[src/hw/rtl/rlpg_pkg.sv]
package rlpg_pkg;

  localparam int TIME_W      = 32;
  localparam int LEVEL_W     = 8;
  localparam int DUTY_W      = 16;
  localparam int SPAN_W      = 16;
  localparam int COUNT_W     = 8;
  localparam int DIVISOR_W   = SPAN_W + 1;
  localparam int DIV_CNT_W   = $clog2(TIME_W);
  localparam int PROD_W      = SPAN_W + 9;
  localparam int LIT_W       = COUNT_W + SPAN_W + 1;
  localparam int TOTAL_W     = LIT_W + 1;
  localparam int CFG_IDX_W   = 8;
  localparam int CFG_DATA_W  = 16;
  localparam int IN_TDATA_W  = 32;
  localparam int OUT_TDATA_W = 56;

  localparam logic [LEVEL_W-1:0] FULL_LEVEL = 8'd255;

  typedef enum logic [1:0] {
    MODE_OFF    = 2'd0,
    MODE_ON     = 2'd1,
    MODE_BREATH = 2'd2,
    MODE_BLINK  = 2'd3
  } mode_t;

  typedef enum logic [CFG_IDX_W-1:0] {
    REG_MODE   = 8'd0,
    REG_RED    = 8'd1,
    REG_GREEN  = 8'd2,
    REG_BLUE   = 8'd3,
    REG_PERIOD = 8'd4,
    REG_COUNT  = 8'd5,
    REG_HALF   = 8'd6,
    REG_GAP    = 8'd7
  } reg_idx_t;

  typedef enum logic [2:0] {
    ST_IDLE,
    ST_BREATH_MOD,
    ST_BREATH_SCALE,
    ST_BREATH_DIV,
    ST_BLINK_SPAN,
    ST_BLINK_TEST,
    ST_BLINK_DIV,
    ST_DONE
  } state_t;

  typedef struct packed {
    logic                 start;
    logic [TIME_W-1:0]    dividend;
    logic [DIVISOR_W-1:0] divisor;
  } div_req_t;

  typedef struct packed {
    logic                 done;
    logic [TIME_W-1:0]    quotient;
    logic [DIVISOR_W-1:0] remainder;
  } div_rsp_t;

endpackage

[src/hw/rtl/rlpg_div.sv]
module rlpg_div
  import rlpg_pkg::*;
(
  input  logic     clk,
  input  logic     rst,
  input  div_req_t req,
  output div_rsp_t rsp
);

  logic                 busy;
  logic                 done;
  logic [DIV_CNT_W-1:0] cnt;
  logic [TIME_W-1:0]    quo;
  logic [DIVISOR_W-1:0] rem;
  logic [DIVISOR_W-1:0] dvs;
  logic [DIVISOR_W:0]   trial;
  logic [DIVISOR_W:0]   diff;
  logic                 fits;

  // One restoring step per cycle: the dividend shifts out of quo as the
  // quotient bits shift in behind it.
  assign trial = {rem, quo[TIME_W-1]};
  assign diff  = trial - {1'b0, dvs};
  assign fits  = trial >= {1'b0, dvs};

  always_ff @(posedge clk) begin
    if (rst) begin
      busy <= 1'b0;
      done <= 1'b0;
      cnt  <= '0;
    end else begin
      done <= 1'b0;
      if (req.start) begin
        busy <= 1'b1;
        cnt  <= '0;
      end else if (busy) begin
        cnt <= cnt + 1'b1;
        if (cnt == DIV_CNT_W'(TIME_W - 1)) begin
          busy <= 1'b0;
          done <= 1'b1;
        end
      end
    end
  end

  always_ff @(posedge clk) begin
    if (req.start) begin
      quo <= req.dividend;
      rem <= '0;
      dvs <= req.divisor;
    end else if (busy) begin
      rem <= fits ? diff[DIVISOR_W-1:0] : trial[DIVISOR_W-1:0];
      quo <= {quo[TIME_W-2:0], fits};
    end
  end

  assign rsp.done      = done;
  assign rsp.quotient  = quo;
  assign rsp.remainder = rem;

endmodule

[src/hw/rtl/rgb_led_pattern_generator.sv]
// Channel   Direction  Handshake                   Payload
// s_axis    in         s_axis_tvalid/s_axis_tready now_ms
// m_axis    out        m_axis_tvalid/m_axis_tready red, green, blue duty, brightness
// cfg       in         cfg_valid/cfg_ready         cfg_index, cfg_data
//
// Off and on items go from idle to the done state, which loads the output
// register once free. Breathing with a nonzero period makes two passes of the
// shared bit-serial divider (32 steps each), for the period remainder and the
// scaling. Blinking uses the divider only when the pulse remainder is needed.
// Synchronous active-high reset clears the registers, the burst start time
// and the brightness. The next item is taken once the result is registered;
// a stalled result holds in the output register.
module rgb_led_pattern_generator
  import rlpg_pkg::*;
(
  input  logic                   clk,
  input  logic                   rst,
  input  logic                   s_axis_tvalid,
  output logic                   s_axis_tready,
  input  logic [IN_TDATA_W-1:0]  s_axis_tdata,   // [31:0] now_ms
  output logic                   m_axis_tvalid,
  input  logic                   m_axis_tready,
  // [15:0] red_duty, [31:16] green_duty, [47:32] blue_duty, [55:48] brightness
  output logic [OUT_TDATA_W-1:0] m_axis_tdata,
  input  logic                   cfg_valid,
  output logic                   cfg_ready,
  input  logic [CFG_IDX_W-1:0]   cfg_index,
  input  logic [CFG_DATA_W-1:0]  cfg_data
);

  mode_t               mode;
  logic [LEVEL_W-1:0]  red_level;
  logic [LEVEL_W-1:0]  green_level;
  logic [LEVEL_W-1:0]  blue_level;
  logic [SPAN_W-1:0]   breath_period;
  logic [COUNT_W-1:0]  pulse_count;
  logic [SPAN_W-1:0]   pulse_half;
  logic [SPAN_W-1:0]   gap;

  state_t              state;
  state_t              state_next;
  logic [TIME_W-1:0]   now_r;
  logic [TIME_W-1:0]   burst_start;
  logic [LEVEL_W-1:0]  bright;
  logic [PROD_W-1:0]   prod;
  logic [LIT_W-1:0]    lit;
  logic [TIME_W-1:0]   elapsed;
  logic [DUTY_W-1:0]   red_duty;
  logic [DUTY_W-1:0]   green_duty;
  logic [DUTY_W-1:0]   blue_duty;
  logic [LEVEL_W-1:0]  bright_out;
  logic                out_valid;

  div_req_t            div_req;
  div_rsp_t            div_rsp;

  logic                in_take;
  logic                out_free;
  logic                out_load;
  logic [SPAN_W-1:0]   t_mod;
  logic [SPAN_W-1:0]   x_fold;
  logic [TOTAL_W-1:0]  total;
  logic                burst_over;
  logic                in_gap;

  rlpg_div u_div (
    .clk (clk),
    .rst (rst),
    .req (div_req),
    .rsp (div_rsp)
  );

  assign cfg_ready = 1'b1;

  always_ff @(posedge clk) begin
    if (rst) begin
      mode          <= MODE_OFF;
      red_level     <= '0;
      green_level   <= '0;
      blue_level    <= '0;
      breath_period <= '0;
      pulse_count   <= '0;
      pulse_half    <= '0;
      gap           <= '0;
    end else if (cfg_valid && cfg_ready) begin
      case (reg_idx_t'(cfg_index))
        REG_MODE:   mode          <= mode_t'(cfg_data[1:0]);
        REG_RED:    red_level     <= cfg_data[LEVEL_W-1:0];
        REG_GREEN:  green_level   <= cfg_data[LEVEL_W-1:0];
        REG_BLUE:   blue_level    <= cfg_data[LEVEL_W-1:0];
        REG_PERIOD: breath_period <= cfg_data[SPAN_W-1:0];
        REG_COUNT:  pulse_count   <= cfg_data[COUNT_W-1:0];
        REG_HALF:   pulse_half    <= cfg_data[SPAN_W-1:0];
        REG_GAP:    gap           <= cfg_data[SPAN_W-1:0];
        default: ;
      endcase
    end
  end

  assign in_take  = s_axis_tvalid && s_axis_tready;
  assign out_free = !out_valid || m_axis_tready;
  assign out_load = (state == ST_DONE) && out_free;

  // Fold the falling half of the breathing ramp back onto the rising one.
  assign t_mod  = div_rsp.remainder[SPAN_W-1:0];
  assign x_fold = (t_mod < (breath_period >> 1)) ? t_mod : (breath_period - t_mod);

  assign total      = TOTAL_W'(lit) + TOTAL_W'(gap);
  assign burst_over = elapsed > TIME_W'(total);
  assign in_gap     = elapsed > TIME_W'(lit);

  always_comb begin
    state_next = state;
    case (state)
      ST_IDLE: begin
        if (in_take) begin
          case (mode)
            MODE_BREATH: state_next = (breath_period == '0) ? ST_DONE : ST_BREATH_MOD;
            MODE_BLINK:  state_next = ST_BLINK_SPAN;
            default:     state_next = ST_DONE;
          endcase
        end
      end
      ST_BREATH_MOD:   if (div_rsp.done) state_next = ST_BREATH_SCALE;
      ST_BREATH_SCALE: state_next = ST_BREATH_DIV;
      ST_BREATH_DIV:   if (div_rsp.done) state_next = ST_DONE;
      ST_BLINK_SPAN:   state_next = ST_BLINK_TEST;
      ST_BLINK_TEST: begin
        if (burst_over || in_gap || (pulse_half == '0)) begin
          state_next = ST_DONE;
        end else begin
          state_next = ST_BLINK_DIV;
        end
      end
      ST_BLINK_DIV:    if (div_rsp.done) state_next = ST_DONE;
      ST_DONE:         if (out_free) state_next = ST_IDLE;
      default:         state_next = ST_IDLE;
    endcase
  end

  always_comb begin
    s_axis_tready    = (state == ST_IDLE);
    div_req.start    = 1'b0;
    div_req.dividend = s_axis_tdata;
    div_req.divisor  = {1'b0, breath_period};
    case (state)
      ST_IDLE: begin
        div_req.start = in_take && (mode == MODE_BREATH) && (breath_period != '0);
      end
      ST_BREATH_SCALE: begin
        div_req.start    = 1'b1;
        div_req.dividend = TIME_W'(prod);
      end
      ST_BLINK_TEST: begin
        div_req.start    = !(burst_over || in_gap || (pulse_half == '0));
        div_req.dividend = elapsed;
        div_req.divisor  = {pulse_half, 1'b0};
      end
      default: ;
    endcase
  end

  always_ff @(posedge clk) begin
    if (rst) begin
      state       <= ST_IDLE;
      burst_start <= '0;
      bright      <= '0;
      out_valid   <= 1'b0;
    end else begin
      state <= state_next;
      if (out_load) begin
        out_valid <= 1'b1;
      end else if (m_axis_tready) begin
        out_valid <= 1'b0;
      end
      case (state)
        ST_IDLE: begin
          if (in_take) begin
            case (mode)
              MODE_OFF:    bright <= '0;
              MODE_ON:     bright <= FULL_LEVEL;
              MODE_BREATH: if (breath_period == '0) bright <= '0;
              default: ;
            endcase
          end
        end
        ST_BREATH_DIV: begin
          if (div_rsp.done) begin
            bright <= (div_rsp.quotient > TIME_W'(FULL_LEVEL)) ?
                      FULL_LEVEL : div_rsp.quotient[LEVEL_W-1:0];
          end
        end
        ST_BLINK_TEST: begin
          if (burst_over) begin
            burst_start <= now_r;
          end else if (in_gap || (pulse_half == '0)) begin
            bright <= '0;
          end
        end
        ST_BLINK_DIV: begin
          if (div_rsp.done) begin
            bright <= (div_rsp.remainder > {1'b0, pulse_half}) ? FULL_LEVEL : '0;
          end
        end
        default: ;
      endcase
    end
  end

  always_ff @(posedge clk) begin
    if (in_take) begin
      now_r <= s_axis_tdata;
    end
    if ((state == ST_BREATH_MOD) && div_rsp.done) begin
      // x * 510 as a shift and subtract
      prod <= (PROD_W'(x_fold) << 9) - (PROD_W'(x_fold) << 1);
    end
    if (state == ST_BLINK_SPAN) begin
      lit     <= {(LIT_W-1)'(pulse_count) * (LIT_W-1)'(pulse_half), 1'b0};
      elapsed <= now_r - burst_start;
    end
    if (out_load) begin
      red_duty   <= DUTY_W'(red_level) * DUTY_W'(bright);
      green_duty <= DUTY_W'(green_level) * DUTY_W'(bright);
      blue_duty  <= DUTY_W'(blue_level) * DUTY_W'(bright);
      bright_out <= bright;
    end
  end

  assign m_axis_tvalid = out_valid;
  assign m_axis_tdata  = {bright_out, blue_duty, green_duty, red_duty};

  a_div_done_expected: assert property (@(posedge clk) disable iff (rst)
    div_rsp.done |-> (state == ST_BREATH_MOD || state == ST_BREATH_DIV ||
                      state == ST_BLINK_DIV))
    else $error("divider finished outside a waiting state");

  a_div_nonzero: assert property (@(posedge clk) disable iff (rst)
    div_req.start |-> (div_req.divisor != '0))
    else $error("divider started with a zero divisor");

  a_out_from_done: assert property (@(posedge clk) disable iff (rst)
    $rose(m_axis_tvalid) |-> ($past(state) == ST_DONE))
    else $error("result raised without finishing an item");

endmodule

[config.mk]
export PLATFORM = sky130hd
export DESIGN_NAME = rgb_led_pattern_generator
export DESIGN_NICKNAME = d
export VERILOG_FILES = /design/src/hw/rtl/rlpg_pkg.sv /design/src/hw/rtl/rlpg_div.sv /design/src/hw/rtl/rgb_led_pattern_generator.sv
export SDC_FILE = /design/constraint.sdc
export NUM_CORES = 2
export LEC_CHECK = 0
export ABC_AREA = 1
export BUFFER_PORTS_ARGS = -buffer_cell sky130_fd_sc_hd__clkbuf_2
export CAP_MARGIN = 20
export CELL_PAD_IN_SITES_DETAIL_PLACEMENT = 1
export CELL_PAD_IN_SITES_GLOBAL_PLACEMENT = 1
export CORE_ASPECT_RATIO = 2
export CORE_MARGIN = 3
export CORE_UTILIZATION = 53
export CTS_BUF_LIST = sky130_fd_sc_hd__clkbuf_4
export DETAILED_ROUTE_END_ITERATION = 7
export PLACE_DENSITY_LB_ADDON = 0.1
export SYNTH_ARGS = -nofsm -noshare
export SYNTH_HDL_FRONTEND = slang
export SYNTH_HIERARCHICAL = 1
export SYNTH_SLANG_ARGS = --single-unit
[constraint.sdc]
create_clock -name clk -period 10.38 [get_ports clk]
set_input_delay 2.076 -clock clk [delete_from_list [all_inputs] [get_ports clk]]
set_output_delay 2.076 -clock clk [all_outputs]
set_load 0.1 [all_outputs]
; ---- After elaboration in Yosys (flattened, before gate mapping)
; Index checks and enable logic that the tools add are counted.
[classes]
n_bitwise = 1
muxes = 31
magnitude_cmp = 6
n_reduce_logical = 34
n_addsub = 6
n_eq_ne = 28
multipliers = 4
[op_table]
columns = cell, n
row1 = 2-to-1 mux 32 bit, 2
row2 = 2-to-1 mux 8 bit, 8
row3 = one-hot mux 32 bit (2 select lines), 1
row4 = multiplier 8 x 8 -> 16 bit, 3
row5 = "== test 8 x 3 -> 1 bit, second input constant", 4
row6 = > comparator 32 x 25 -> 1 bit, 1
row7 = > comparator 32 x 26 -> 1 bit, 1
row8 = "> comparator 32 x 8 -> 1 bit, second input constant", 1
row9 = logical NOT 16 bit, 2
row10 = 2-to-1 mux 16 bit, 2
row11 = one-hot mux 8 bit (4 select lines), 1
row12 = subtractor 32 bit, 1
row13 = adder 25 x 16 -> 26 bit, 1
row14 = subtractor 25 x 17 -> 25 bit, 1
row15 = multiplier 8 x 16 -> 24 bit, 1
row16 = one-hot mux 8 bit (3 select lines), 1
row17 = one-hot mux 3 bit (7 select lines), 1
row18 = greater-or-equal comparator 18 x 17 -> 1 bit, 1
row19 = AND reduction 2 bit, 9
row20 = > comparator 17 x 16 -> 1 bit, 1
row21 = 2-to-1 mux 17 bit, 1
row22 = subtractor 17 bit, 1
row23 = "== test 8 x 2 -> 1 bit, second input constant", 2
row24 = < comparator 16 x 15 -> 1 bit, 1
row25 = other kinds (31), 62
[word_totals]
out_inout_bits = 59
regBits = 368
in_bits = 61
elab_cells = 138

; ---- Longest topological paths before layout
[logic_depth]
word_depth = 7
ltp_mapped = 27
depth_no_buf = 26

; ---- Modules after synthesis
; The synthesis kept the hierarchy.
[by_module_without_submodules]
columns = mod, area_each_um2, n_inst, cells_each, seq_area_each_um2
row1 = rgb_led_pattern_generator, 27664.0, 1, 3495, 7567.3
row2 = rlpg_div, 4214.0, 1, 543, 1951.9

; ---- Worst setup path after synthesis
; No wires, ideal clock.
[synth_timing]
path_kind = input to register
startpoint = input m_axis_tready
endpoint = register blue_duty[0], enable pin
setup_slack_ps = 5435
required_ps = 9910
t_arrival_ps = 4475
stages = 2
setup_ps = 470
n_path_buf = 0
cell_sequence = nor2_1 -> nor2_1
[synth_via]
elab_chain_len = 2
[synth_rtl]
columns = element, line_no
row1 = from (decl), rgb_led_pattern_generator.sv:22  ; input logic m_axis_tready,
row2 = logical OR 1 bit, rgb_led_pattern_generator.sv:101  ; assign out_free = !out_valid || m_axis_tready;
row3 = logical AND 1 bit, rgb_led_pattern_generator.sv:102  ; assign out_load = (state == ST_DONE) && out_free;
row4 = via out_load, rgb_led_pattern_generator.sv:59  ; logic out_load;
row5 = to (signal assigned), rgb_led_pattern_generator.sv:225  ; blue_duty <= DUTY_W'(blue_level) * DUTY_W'(bright);
row6 = to (decl), rgb_led_pattern_generator.sv:50  ; logic [DUTY_W-1:0] blue_duty;
; The timed path passes the listed nets, and every way through them passes these cells.
; A chain may end at the register's enable or synchronous reset.

==> out/qor.txt <==
design area - 34200 µm²
Filler cells - 7537
dpl cells - 4806
reg2reg path depth - 25
vias - 28200
num rows - 126
top sig layer - met5
top-count cell post-synth - nand2_1
Crit-path slowest cell - nor2_1
critical path arrival - 6.82 ns
Seq cells post-synth - 367
Total Routed Length - 109000 µm
Die X - 179 µm
slew margin rel. - 29.8%
routed length per placed instance - 21.8 µm
postcts setup bufs - 0
power per cell area - 353 nW/µm²
maximum buffer depth of the clock tree - 3
Mapped Cells - 4038
CTS tree - done
yosys warns - 6
grt total ovfl - 0
antenna-violating nets left - 0
largest net degree at the start of global routing - 70
cts hold-fix bufs - 0
hold crit path type - reg2reg
global-route wire length before repair - 169000 µm
TritonRoute pass-1 iters - 5
Lkg Pwr - 0.0181 µW
IO Pins - 120
initial antenna violation count - 7
RSZ-0062 raised after global routing - false
Clock transition at path regs - 0.07 ns
overall power - 12100 µW
top cell type's share of synthesized area - 20.4%
Fin Clk Skew - 0.107 ns
Resize count post-CTS - 0
Metal-1 WL - 36200 µm
ys flop type - edfxtp_1
end-of-flow core utilization - 57.7%
EDFF count, synth - 217
VDD IR-drop max - 0.000543 V
crit-path most repeated cell - nand2_1
Die Y - 353 µm
Worst-Skew Late Latency - 0.96 ns
Slew @ Worst Pin - 1.05 ns
Non-Filler Instances - 4976
Core Footprint - 59300 µm²
Hold Path Cell Cnt - 2
vias in the first global route - 30900
fin crit period - 6.23 ns
DP Area - 33000 µm²
Final period util - 60.0%
top cells by count, synth - nand2_1, inv_1, ha_1, a21oi_1, edfxtp_1
type of origin of the critical path - flop
clock sink count - 367
cell accounting for the most synthesized area - edfxtp_1
fin. max-slew vios - 0
Worst Path Class, Setup - reg2reg
met2 WL - 57600 µm
Setup TNS - 0 ns
Required @ worst endpoint - 10.97 ns
Distinct cells, synth - 64
Synth async-reset ratio - 0%
Hold Fails Final Rpt - 0
max frequency - 0.160 GHz
Initial Utilization - 53.8%
status - completed
Seq/Total Area, Yosys - 29.9%
fraction of layout cells with a size suffix above 1 - 8.93%
die area - 63300 µm²
Final setup viols - 0
worst-path maximum fanout - 52
met3 wire len - 4800 µm
Post-DP HPWL - 86100 µm
CTS root buf - clkbuf_4
DRC violations left - 0
total global-route track usage - 34.2%
ranking of synthesized cells by area - edfxtp_1, ha_1, fa_1
Placer Congestion - 0.986
mean number of vias per cell - 5.66
Cell Area, Synth - 31900 µm²
starting DRC count in detailed routing - 1503
slowest stage delay, CP - 0.84 ns
nets - 4706
area growth from synthesis to layout - 7.33%
Mapped Nets - 4616
H-tree Lvls - 3
Max-Cap Viols - 0
Inserted Clock Buffers - 86
mean area per synthesized cell - 7.89 µm²
IO Port Bufs - 118
Setup crit end kind - flop
-- final cells by class --
cell class / instances / area [µm²] / area share (%)
sequential: 367 / 9520 / 27.8
multi-input combinational: 2735 / 18800 / 54.9
clock buffer: 131 / 983 / 2.87
inverter: 790 / 2970 / 8.67
clock inverter: 30 / 146 / 0.428
antenna: 7 / 17.5 / 0.0512
timing repair buffer: 148 / 830 / 2.42
tap: 768 / 961 / 2.81
-- report_power, final --
group          internal (µW)  switching, µW  total [µW]
logic                   2530           5800        8330
registers               2180            302        2480
clock network            585            670        1260
total                   5290           6770       12100
-- worst paths after layout --
check	slack, ns	startpoint	end
min reg2reg	0.46	burst_start[19]$_SDFFE_PP0N_	burst_start[19]$_SDFFE_PP0N_
min	0.46	burst_start[19]$_SDFFE_PP0N_	burst_start[19]$_SDFFE_PP0N_
max	4.15	lit[1]$_DFFE_PP_	u_div/quo[12]$_DFFE_PP_
max reg2reg	4.15	lit[1]$_DFFE_PP_	u_div/quo[12]$_DFFE_PP_
-- critical path, delay by kind of cell (launching register included) --
family / cells / cell delay, ns
compound gates: 8 / 1.47
xor+xnor: 1 / 0.16
fa+ha+maj: 3 / 0.91
flops: 1 / 0.36
simple gates: 9 / 1.66
buf+inv: 4 / 1.29
-- registers in the layout (all words and copies together) (netlist names), 16 cells and up --
signal         flops
now_r             32
burst_start       32
gap               16
u_div/dvs         17
u_div/quo         32
red_duty          16
prod              24
elapsed           32
green_duty        16
blue_duty         16
u_div/rem         17
breath_period     16
lit               24
pulse_half        16
-- layer usage --
| layer | track usage [%] | up-vias |
|---|---|---|
| li1 | - | 13100 |
| met1 | 33.0 | 13800 |
| met2 | 64.0 | 870 |
| met3 | 5.11 | 404 |
| met4 | 27.0 | 2 |
| met5 | 0 | - |
-- cell families after synthesis --
logic type,count (synthesis),synth area share [%]
xor gates and xnor gates,131,3.60
AOI/OAI and AO/OA,609,10.5
other,1,0.0118
and+or+nand+nor,1477,19.7
adders and majority gates,517,24.9
buffers and inverters,936,11.4
DFF,367,29.9
-- stage by stage --
stage / hold WS [ns] / setup WS, ns
floorplan: 0.406 / 5.44
global placement: 0.442 / 4.47
detailed placement: 0.451 / 4.32
CTS: 0.463 / 4.31
global route: 0.478 / 3.82
finish: 0.460 / 4.15
-- placed cells by master, fill, tap and decap left out, types with 15 or more instances in the layout --
cell        n
dfxtp_1   150
o21ai_0   211
nor3_1     38
a21oi_1   280
nand2_2    15
nand2_1   963
buf_4      28
xor2_1     82
inv_1     779
fa_1      196
clkbuf_4  131
a22oi_1    25
xnor2_1    49
clkinv_1   22
nor4_1     20
clkbuf_2  118
edfxtp_1  217
nand4_1    30
o21ai_1    15
nor2_1    199
ha_1      321
nand3_1   146
Note: power is estimated with default switching activity, not from simulation.
